File: src/hw/rtl/hsv2rgb_pkg.sv
`timescale 1ns / 1ps

package hsv2rgb_pkg;

  // Q1.15 one and the hue turn and sector, in 1/64 degree.
  localparam logic [15:0] ONE_Q15    = 16'd32768;
  localparam logic [15:0] HUE_TURN   = 16'd23040;
  localparam logic [15:0] HUE_TURN2  = 16'd46080;
  localparam logic [11:0] HUE_SECTOR = 12'd3840;

  // Scale denominator 32768 * 3840 = 15 * 2^23, and half of it for rounding.
  localparam logic [26:0] DENOM      = 27'd125829120;
  localparam logic [26:0] HALF_DENOM = 27'd62914560;
  localparam int unsigned DENOM_SHIFT = 23;

  // ceil(2^24 / 15); exact floor division by 15 for operands below 2^20.
  localparam logic [20:0] RECIP15       = 21'd1118482;
  localparam int unsigned RECIP15_SHIFT = 24;

  localparam logic [2:0] SECT_RED_YEL   = 3'd0;
  localparam logic [2:0] SECT_YEL_GRN   = 3'd1;
  localparam logic [2:0] SECT_GRN_CYN   = 3'd2;
  localparam logic [2:0] SECT_CYN_BLU   = 3'd3;
  localparam logic [2:0] SECT_BLU_MAG   = 3'd4;
  localparam logic [2:0] SECT_MAG_RED   = 3'd5;

  typedef struct packed {
    logic        valid;
    logic [2:0]  sector;
    logic [11:0] rem;
    logic [15:0] s;
    logic [15:0] v;
    logic [15:0] a;
    logic        ok;
    logic        szero;
  } front_t;

endpackage

File: src/hw/rtl/hsv2rgb_front.sv
`timescale 1ns / 1ps

module hsv2rgb_front (
  input  logic                clk,
  input  logic                rst,
  input  logic                en,
  input  logic                in_valid,
  input  logic [15:0]         hue,
  input  logic [15:0]         saturation,
  input  logic [15:0]         brightness,
  input  logic [15:0]         alpha_in,
  output hsv2rgb_pkg::front_t front
);

  typedef struct packed {
    logic        valid;
    logic [14:0] th;
    logic [15:0] s;
    logic [15:0] v;
    logic [15:0] a;
    logic        ok;
    logic        szero;
  } red_t;

  localparam logic [14:0] B1 = 15'(1 * hsv2rgb_pkg::HUE_SECTOR);
  localparam logic [14:0] B2 = 15'(2 * hsv2rgb_pkg::HUE_SECTOR);
  localparam logic [14:0] B3 = 15'(3 * hsv2rgb_pkg::HUE_SECTOR);
  localparam logic [14:0] B4 = 15'(4 * hsv2rgb_pkg::HUE_SECTOR);
  localparam logic [14:0] B5 = 15'(5 * hsv2rgb_pkg::HUE_SECTOR);

  red_t        st1;
  red_t        st1_next;
  logic [15:0] th_wide;
  logic [2:0]  sector_next;
  logic [14:0] base;
  hsv2rgb_pkg::front_t front_next;

  // A 16-bit hue is below three turns, so two compares reduce it.
  always_comb begin
    if (hue >= hsv2rgb_pkg::HUE_TURN2) begin
      th_wide = hue - hsv2rgb_pkg::HUE_TURN2;
    end else if (hue >= hsv2rgb_pkg::HUE_TURN) begin
      th_wide = hue - hsv2rgb_pkg::HUE_TURN;
    end else begin
      th_wide = hue;
    end
    st1_next.valid = in_valid;
    st1_next.th    = th_wide[14:0];
    st1_next.s     = saturation;
    st1_next.v     = brightness;
    st1_next.a     = alpha_in;
    st1_next.ok    = (saturation <= hsv2rgb_pkg::ONE_Q15) &&
                     (brightness <= hsv2rgb_pkg::ONE_Q15) &&
                     (alpha_in <= hsv2rgb_pkg::ONE_Q15);
    st1_next.szero = (saturation == 16'd0);
  end

  always_comb begin
    if (st1.th >= B5) begin
      sector_next = hsv2rgb_pkg::SECT_MAG_RED;
      base        = B5;
    end else if (st1.th >= B4) begin
      sector_next = hsv2rgb_pkg::SECT_BLU_MAG;
      base        = B4;
    end else if (st1.th >= B3) begin
      sector_next = hsv2rgb_pkg::SECT_CYN_BLU;
      base        = B3;
    end else if (st1.th >= B2) begin
      sector_next = hsv2rgb_pkg::SECT_GRN_CYN;
      base        = B2;
    end else if (st1.th >= B1) begin
      sector_next = hsv2rgb_pkg::SECT_YEL_GRN;
      base        = B1;
    end else begin
      sector_next = hsv2rgb_pkg::SECT_RED_YEL;
      base        = 15'd0;
    end
    front_next.valid  = st1.valid;
    front_next.sector = sector_next;
    front_next.rem    = 12'(st1.th - base);
    front_next.s      = st1.s;
    front_next.v      = st1.v;
    front_next.a      = st1.a;
    front_next.ok     = st1.ok;
    front_next.szero  = st1.szero;
  end

  always_ff @(posedge clk) begin
    if (rst) begin
      st1.valid   <= 1'b0;
      front.valid <= 1'b0;
    end else if (en) begin
      st1   <= st1_next;
      front <= front_next;
    end
  end

endmodule

File: src/hw/rtl/hsv2rgb_scale.sv
`timescale 1ns / 1ps

// Computes round(v * (1 - s*w/3840)) in Q1.15 over three register stages.
module hsv2rgb_scale (
  input  logic        clk,
  input  logic        en,
  input  logic [15:0] s,
  input  logic [15:0] v,
  input  logic [11:0] w,
  output logic [15:0] q
);

  logic [27:0] sw;
  logic [26:0] diff;
  logic [26:0] diff_next;
  logic [15:0] v_d;
  logic [42:0] num;
  logic [42:0] num_next;
  logic [42:0] rnd;
  logic [19:0] q1;
  logic [40:0] prod;
  logic [40:0] prod_next;

  assign sw        = 28'(s) * 28'(w);
  assign diff_next = (sw <= 28'(hsv2rgb_pkg::DENOM)) ?
                     27'(28'(hsv2rgb_pkg::DENOM) - sw) : 27'd0;
  assign num_next  = 43'(v_d) * 43'(diff);

  // The denominator is 15 * 2^23: shift first, then divide by 15 by reciprocal.
  assign rnd       = num + 43'(hsv2rgb_pkg::HALF_DENOM);
  assign q1        = rnd[42:hsv2rgb_pkg::DENOM_SHIFT];
  assign prod_next = 41'(q1) * 41'(hsv2rgb_pkg::RECIP15);
  assign q         = prod[hsv2rgb_pkg::RECIP15_SHIFT +: 16];

  always_ff @(posedge clk) begin
    if (en) begin
      diff <= diff_next;
      v_d  <= v;
      num  <= num_next;
      prod <= prod_next;
    end
  end

endmodule

File: src/hw/rtl/hsv_to_rgb_converter.sv
`timescale 1ns / 1ps

// HSV plus alpha to RGBA converter. Hue is in 1/64 degree and wraps at 360
// degrees; saturation, brightness and alpha are Q1.15 with 32768 as 1.0. The
// block takes one colour per cycle while the output is not stalled, and each
// result goes through: two stages reduce the hue and find the sector, three
// stages form each scaled term (s*w, v*(1-s*w), rounding divide), and one
// output register routes the terms. A stall on the output freezes the whole
// pipeline, so in_stall is high exactly while a held result is stalled. An
// operand above 1.0 gives zero colour fields and valid_res low.
module hsv_to_rgb_converter (
  input  logic        clk,
  input  logic        rst,
  input  logic        in_valid,
  output logic        in_stall,
  input  logic [15:0] hue,
  input  logic [15:0] saturation,
  input  logic [15:0] brightness,
  input  logic [15:0] alpha_in,
  output logic        out_valid,
  input  logic        out_stall,
  output logic [15:0] red,
  output logic [15:0] green,
  output logic [15:0] blue,
  output logic [15:0] alpha_out,
  output logic        valid_res
);

  localparam int unsigned SCALE_DEPTH = 3;

  typedef struct packed {
    logic        valid;
    logic [2:0]  sector;
    logic [15:0] v;
    logic [15:0] a;
    logic        ok;
    logic        szero;
  } side_t;

  logic                en;
  hsv2rgb_pkg::front_t front;
  logic [11:0]         w_n;
  logic [11:0]         w_k;
  logic [15:0]         term_m;
  logic [15:0]         term_n;
  logic [15:0]         term_k;
  side_t               side [SCALE_DEPTH];
  side_t               side_in;
  side_t               last;
  logic [15:0]         red_next;
  logic [15:0]         green_next;
  logic [15:0]         blue_next;
  logic [15:0]         alpha_next;
  logic                valid_res_next;

  assign en       = !(out_valid && out_stall);
  assign in_stall = !en;

  hsv2rgb_front u_front (
    .clk        (clk),
    .rst        (rst),
    .en         (en),
    .in_valid   (in_valid),
    .hue        (hue),
    .saturation (saturation),
    .brightness (brightness),
    .alpha_in   (alpha_in),
    .front      (front)
  );

  assign w_n = front.rem;
  assign w_k = hsv2rgb_pkg::HUE_SECTOR - front.rem;

  hsv2rgb_scale u_scale_m (
    .clk (clk),
    .en  (en),
    .s   (front.s),
    .v   (front.v),
    .w   (hsv2rgb_pkg::HUE_SECTOR),
    .q   (term_m)
  );

  hsv2rgb_scale u_scale_n (
    .clk (clk),
    .en  (en),
    .s   (front.s),
    .v   (front.v),
    .w   (w_n),
    .q   (term_n)
  );

  hsv2rgb_scale u_scale_k (
    .clk (clk),
    .en  (en),
    .s   (front.s),
    .v   (front.v),
    .w   (w_k),
    .q   (term_k)
  );

  // Sector, brightness, alpha and flags travel beside the scale stages.
  assign side_in.valid  = front.valid;
  assign side_in.sector = front.sector;
  assign side_in.v      = front.v;
  assign side_in.a      = front.a;
  assign side_in.ok     = front.ok;
  assign side_in.szero  = front.szero;

  always_ff @(posedge clk) begin
    if (rst) begin
      for (int i = 0; i < SCALE_DEPTH; i++) begin
        side[i].valid <= 1'b0;
      end
    end else if (en) begin
      side[0] <= side_in;
      for (int i = 1; i < SCALE_DEPTH; i++) begin
        side[i] <= side[i-1];
      end
    end
  end

  assign last = side[SCALE_DEPTH-1];

  always_comb begin
    case (last.sector)
      hsv2rgb_pkg::SECT_RED_YEL: begin
        red_next = last.v;  green_next = term_k; blue_next = term_m;
      end
      hsv2rgb_pkg::SECT_YEL_GRN: begin
        red_next = term_n;  green_next = last.v; blue_next = term_m;
      end
      hsv2rgb_pkg::SECT_GRN_CYN: begin
        red_next = term_m;  green_next = last.v; blue_next = term_k;
      end
      hsv2rgb_pkg::SECT_CYN_BLU: begin
        red_next = term_m;  green_next = term_n; blue_next = last.v;
      end
      hsv2rgb_pkg::SECT_BLU_MAG: begin
        red_next = term_k;  green_next = term_m; blue_next = last.v;
      end
      default: begin
        red_next = last.v;  green_next = term_m; blue_next = term_n;
      end
    endcase
    alpha_next     = last.a;
    valid_res_next = last.ok;
    if (!last.ok) begin
      red_next   = 16'd0;
      green_next = 16'd0;
      blue_next  = 16'd0;
      alpha_next = 16'd0;
    end else if (last.szero) begin
      red_next   = last.v;
      green_next = last.v;
      blue_next  = last.v;
    end
  end

  always_ff @(posedge clk) begin
    if (rst) begin
      out_valid <= 1'b0;
    end else if (en) begin
      out_valid <= last.valid;
    end
  end

  always_ff @(posedge clk) begin
    if (en) begin
      red       <= red_next;
      green     <= green_next;
      blue      <= blue_next;
      alpha_out <= alpha_next;
      valid_res <= valid_res_next;
    end
  end

  a_invalid_zero: assert property (@(posedge clk) disable iff (rst)
    out_valid && !valid_res |->
      red == 16'd0 && green == 16'd0 && blue == 16'd0 && alpha_out == 16'd0)
    else $error("invalid result carries nonzero fields");

  a_range: assert property (@(posedge clk) disable iff (rst)
    out_valid && valid_res |->
      red <= hsv2rgb_pkg::ONE_Q15 && green <= hsv2rgb_pkg::ONE_Q15 &&
      blue <= hsv2rgb_pkg::ONE_Q15)
    else $error("color component above one");

  a_empty_accepts: assert property (@(posedge clk) disable iff (rst)
    !out_valid |-> !in_stall)
    else $error("pipeline stalls input with no result waiting");

endmodule

File: config.mk
export PLATFORM = sky130hd
export DESIGN_NAME = hsv_to_rgb_converter
export DESIGN_NICKNAME = d
export VERILOG_FILES = /design/src/hw/rtl/hsv2rgb_pkg.sv /design/src/hw/rtl/hsv2rgb_front.sv /design/src/hw/rtl/hsv2rgb_scale.sv /design/src/hw/rtl/hsv_to_rgb_converter.sv
export SDC_FILE = /design/constraint.sdc
export NUM_CORES = 2
export LEC_CHECK = 0
export ABC_AREA = 1
export BUFFER_PORTS_ARGS = -buffer_cell sky130_fd_sc_hd__buf_4
export CORE_ASPECT_RATIO = 1.2
export CORE_MARGIN = 1.5
export CORE_UTILIZATION = 45
export DETAILED_ROUTE_END_ITERATION = 8
export PLACE_DENSITY = 0.57
export SLEW_MARGIN = 20
export SYNTH_ARGS = -nofsm -noshare
export SYNTH_HDL_FRONTEND = slang
export SYNTH_SLANG_ARGS = --single-unit
File: constraint.sdc
create_clock -name clk -period 31.6 [get_ports clk]
set_clock_uncertainty 0.1 [all_clocks]
set_input_delay 3.16 -clock clk [delete_from_list [all_inputs] [get_ports clk]]
set_output_delay 3.16 -clock clk [all_outputs]
set_load 0.02 [all_outputs]
# Word level (Yosys, flattened, before mapping)
# Memories as Yosys holds them, arrays and structs flattened.
# Cells that the tools add are included.
# W data, S select, Z words.
# totals
n_memories,1
wordCells,110
latchBits,0
regBits,541
rom_bits,0
inputBits,68
ram_bits,114
out_inout_bits,67
# classes
muxes,25
n_shift,0
div,0
order_cmp,13
n_reduce_logical,11
n_mul,9
bitwise_logic,5
eq_ne,4
add_sub_neg,10
# memory_table
name,words,width,rd,rd_ports_with_merged_regs,write_ports,line_no,text
side,3,38,3,0,3,hsv_to_rgb_converter.sv:47,side_t side [SCALE_DEPTH];
# op_table
op,count
$pmux W16 S3,3
$add A43 B26 Y43 const B,3
$mul A16 B27 Y43,3
$mul A20 B20 Y39 const B,3
$le A28 B27 Y1 const B,3
$sub A27 B27 Y27 const A,3
$mux W12,5
$mul A16 B12 Y28,2
$le A16 B16 Y1 const B,3
$mux W16,3
$ge A15 B14 Y1 const B,2
$mux W15,2
$mul A16 B4 Y20 const B,1
$ge A16 B15 Y1 const B,1
$ge A16 B16 Y1 const B,1
$logic_not A16 Y1,1
$ge A15 B12 Y1 const B,1
$ge A15 B13 Y1 const B,1
$ge A15 B15 Y1 const B,1
$sub A15 B14 Y15 const B,1
$sub A15 B15 Y15 const B,1
$sub A12 B12 Y12,1
$sub A12 B12 Y12 const A,1
$mux W1,10
other kinds (10),21

# Longest topological paths before layout
# depth
ltp_word,7
ltp_mapped,44
depth_no_buf,42

# Hierarchy
# From an unflattened synthesis, not the netlist that was laid out.
# hier_totals
hier_cells,12394
area_unflattened_um2,99013.7
# by_module_without_submodules
module,n_inst,area_each_um2,seq_area_each_um2,cells_per_inst
hsv2rgb_scale (u_scale_k),1,28768.8,2402.3,3757
hsv2rgb_scale (u_scale_n),1,28289.6,2402.3,3653
hsv2rgb_scale (u_scale_m),1,28248.3,2402.3,3652
hsv_to_rgb_converter,1,8759.7,5395.2,1000
hsv2rgb_front,1,4947.2,3943.8,332

# Worst setup path before layout
# Ideal clock, no wire load.
# synth_path
path_type,input port to flip-flop
start,input out_stall
end,"memory side[0][100] (netlist name), data pin"
setup_time_ns,0.141
path_slack_ns,9.460
arrival_time_ns,21.899
required_ns,31.359
cell_stages,7
n_path_buf,2
path_cell_list,nand2_1 -> inv_1 -> nor2_1 -> inv_2 -> clkbuf_1 -> clkbuf_1 -> nor2_1
# synth_lines
item,line_no,text
from (decl),hsv_to_rgb_converter.sv:21,"input logic out_stall,"
to (decl),hsv_to_rgb_converter.sv:47,

# Final worst setup path
# layout_path
start,"register, netlist name u_front.front[51]"
end,"register u_scale_k.diff[25], data pin"
# layout_between
elab_chain_cells,3
elab_cells_between_ends,4
classes_between,add/sub: 2; mul: 1; order compare: 1
# layout_rtl
item,line_no,text
$sub A12 B12 Y12 (*),hsv_to_rgb_converter.sv:72,assign w_k = hsv2rgb_pkg::HUE_SECTOR - front.rem;
$mul A16 B12 Y28 (*),hsv2rgb_scale.sv:24,assign sw = 28'(s) * 28'(w);
$sub A27 B27 Y27 or $le A28 B27 Y1 (tied branches),"hsv2rgb_scale.sv:26, hsv2rgb_scale.sv:25",
to (signal assigned),hsv2rgb_scale.sv:37,diff <= diff_next;
to (decl),hsv2rgb_scale.sv:14,logic [26:0] diff;
# Mark *: on every way between the ends. The rest lies on a longest branch, timed or not.
# A chain may end at the register's enable or synchronous reset.

==> flow_summary_export.csv <==
group,metric,value,unit
sta,tightest_slew,1.09,ns
clocking,cts_tree,"yes",
final_layout,multi_input_area,0.0601,mm^2
detailed_routing,viasPerCell,5.16,
status,status,"finished, final reports clean",
worst_setup_path,reg2reg_from,"u_front.front[51]",
clocking,clock-sinks,512,
worst_setup_path,worstSetupPathType,"flop to flop",
global_routing,gr-usage-all-layers,25.1,%
yosys,synth_top_area_share,31.0,%
worst_setup_path,cp.required,31.92,ns
yosys,yosys_warnings,0,
sta,fmax,122,MHz
final_layout,seq_area,0.0153,mm^2
clocking,cts_root_buf,"clkbuf_16",
min_path,min_from,"u_front.front_next[33]",
yosys,post_synth_num_cell_types,61,
sta,drv_slew,0,
final_layout,instances_no_fill,12943,
yosys,syn_area_per_cell,8.22,um^2
flow_run,max_cap_viol_count,0,
sta,max-slew-margin-rel,27.1,%
final_layout,drive_gt1_share,4.06,%
yosys,synthFlopType,"edfxtp_1",
floorplanning,io_pins,135,
sta,hold_violations,0,
sta,setup_viol,0,
global_routing,grt-ovfl-total,0,
worst_setup_path,cp.buffers_inverters,9,
detailed_routing,drc,0,
placement,dpl.hpwl,194000,um
yosys,netlist_top_cells_area,"fa_1 31%, edfxtp_1 18%, ha_1 13%, nand2_1 11%, inv_1 11%",
worst_setup_path,cp-start-kind,"flop",
yosys,synth_top_cell_by_area,"fa_1",
global_routing,antenna_found_initial,1,
worst_setup_path,end_kind,"flop",
yosys,synth_nets,12828,
yosys,async_flop_share,0,%
placement,dp.cells,12839,
global_routing,grt_pass1_wl,386000,um
floorplanning,die_h,483,um
clocking,cts_setup_buffers,0,
final_layout,nets,12713,
sta,fin_hold_ws,0.308,ns
floorplanning,core_area,0.191,mm^2
global_routing,grt_max_degree,138,
placement,io_buffers,134,
detailed_routing,drtIter0Drc,3548,
sta,min_period,8.18,ns
clocking,insertion_delay,0.69,ns
clocking,clkSlewWorstSetupHoldPaths,0.06,ns
detailed_routing,post_drt_wl_per_cell,18.7,um
worst_setup_path,crit_arrival,8.50,ns
worst_setup_path,rr_worst_depth,36,
min_path,hp-class,"flop to flop",
final_layout,fillers,18633,
global_routing,grt_pass1_vias,70792,
yosys,synth_seq_cells,512,
detailed_routing,num_vias,66756,
yosys,synth_edf_count,509,
clocking,postCtsHoldBufs,0,
worst_setup_path,r2r_slack,23.42,ns
min_path,min_to,"u_front.front[33]",
floorplanning,fp.dieArea,0.195,mm^2
clocking,cts_resized,0,
floorplanning,row_count,176,
yosys,syn_inst,10521,
sta,timing.final.crit_share,25.9,%
detailed_routing,first_pass_iters,6,
worst_setup_path,crit_path_frequent_cell,"nand2_1",
worst_setup_path,r2r_end,"u_scale_k.diff[25]",
yosys,synth_seq_area_share,17.7,%
yosys,yosys-top-cells-count,"2603 x nand2_1, 2565 x inv_1, 1341 x fa_1, 898 x ha_1, 666 x nor2_1",
detailed_routing,ant_nets,0,
floorplanning,start_util,45.2,%
worst_setup_path,cp_slowest_cell,"edfxtp_1",
yosys,synth_area,0.0865,mm^2
sta,grt_setup_unrepaired,"false",
clocking,cts_buffers,57,
min_path,min_path_cells,0,
clocking,clock_path_buffers,3,
placement,gp_congestion,0.915,
worst_setup_path,cp_slowest_stage_delay,0.66,ns
final_layout,syn_to_final_growth,5.93,%
sta,finalSetupTns,0,ns
yosys,synthMostInstantiatedCell,"nand2_1",
worst_setup_path,crit_family,"adder cells",
worst_setup_path,worstPathMaxFanout,23,
final_layout,utilization,47.9,%
clocking,htreeDepth,2,
floorplanning,dieWidth,403,um
detailed_routing,drt_wl_total,243000,um
worst register-to-register path: cells and delay by family, from the launching register on:
family	cells	cell delay, ns
adders and majority gates	7	2.99
buffers and inverters	9	1.04
and+or+nand+nor	18	2.67
DFF	1	0.66
AOI/OAI and AO/OA	2	0.44
cell families (layout without fill, tap and decap cells):
| kind of cell | Yosys count | in the layout | share of synthesized area, % |
|---|---|---|---|
| flops | 512 | 512 | 17.7 |
| buf+inv | 2950 | 2879 | 12.9 |
| fa+ha+maj | 2239 | 2239 | 44.0 |
| xor+xnor | 209 | 209 | 2.15 |
| simple gates | 3760 | 3760 | 17.6 |
| compound gates | 851 | 851 | 5.69 |
| other cells | 0 | 1 | 0 |
metal layers:
layer  vias up  GRT usage [%]  share of wire, %  wire length, um
li1      31552              -                 -                -
met1     32941           30.8                41            98500
met2      1784           45.2                50           122000
met3       479           2.58               4.6            11100
met4         0           9.94               4.5            10900
met5         -              0                 0                0
state kept, by name, summed over array words and instances, names as in the netlist, 19 cells and up:
register            flops
u_scale_n.num          21
u_scale_m.diff         19
u_scale_n.diff         27
u_front.front          66
u_front.front_next     51
side                  114
u_scale_k.num          21
u_scale_m.num          21
u_scale_k.diff         27
worst max-delay path by stage:
stage / from / end / slack [ns] / cells past startpoint
6_report: u_front.front[51] / u_scale_k.diff[25] / 23.42 / 36
5_1_grt: u_front.front[51] / u_scale_k.diff[7] / 22.75 / 37
4_1_cts: u_front.front[51] / u_scale_k.diff[24] / 23.54 / 39
3_5_place_dp: u_front.front[51] / u_scale_k.diff[24] / 23.56 / 39
3_3_place_gp: u_front.front[51] / u_scale_k.diff[24] / 23.48 / 39
2_1_floorplan: out_stall / side[0][100] / 9.46 / 7
area by class of cell:
class	count	share of cell area [%]
diodes	1	0.00273
clock buffers	70	1.65
clock inverters	33	0.419
inverters	2573	10.5
multi-input cells	7059	65.6
flip-flops and latches	512	16.7
well taps	2492	3.40
repair buffers	203	1.68
stage by stage:
| stage | cell area, um^2 | setup WS [ns] |
|---|---|---|
| floorplan | 86500 | 9.46 |
| detailed placement | 89700 | 23.56 |
| CTS | 91600 | 23.54 |
| finish | 91700 | 23.42 |
| global route | 91700 | 22.75 |
| global placement | 89700 | 23.48 |
layout by cell type, fill, tap and decap left out, types with 200 or more instances in the layout:
cell / count
fa_1: 1341
o21ai_0: 213
buf_4: 202
a21oi_1: 365
nand2_1: 2602
edfxtp_1: 509
ha_1: 898
nand3_1: 200
inv_1: 2565
nor2_1: 665
Power is left out: the tool's default activity adds up to more than one toggle a clock period on the data nets, which glitch-free logic cannot reach.
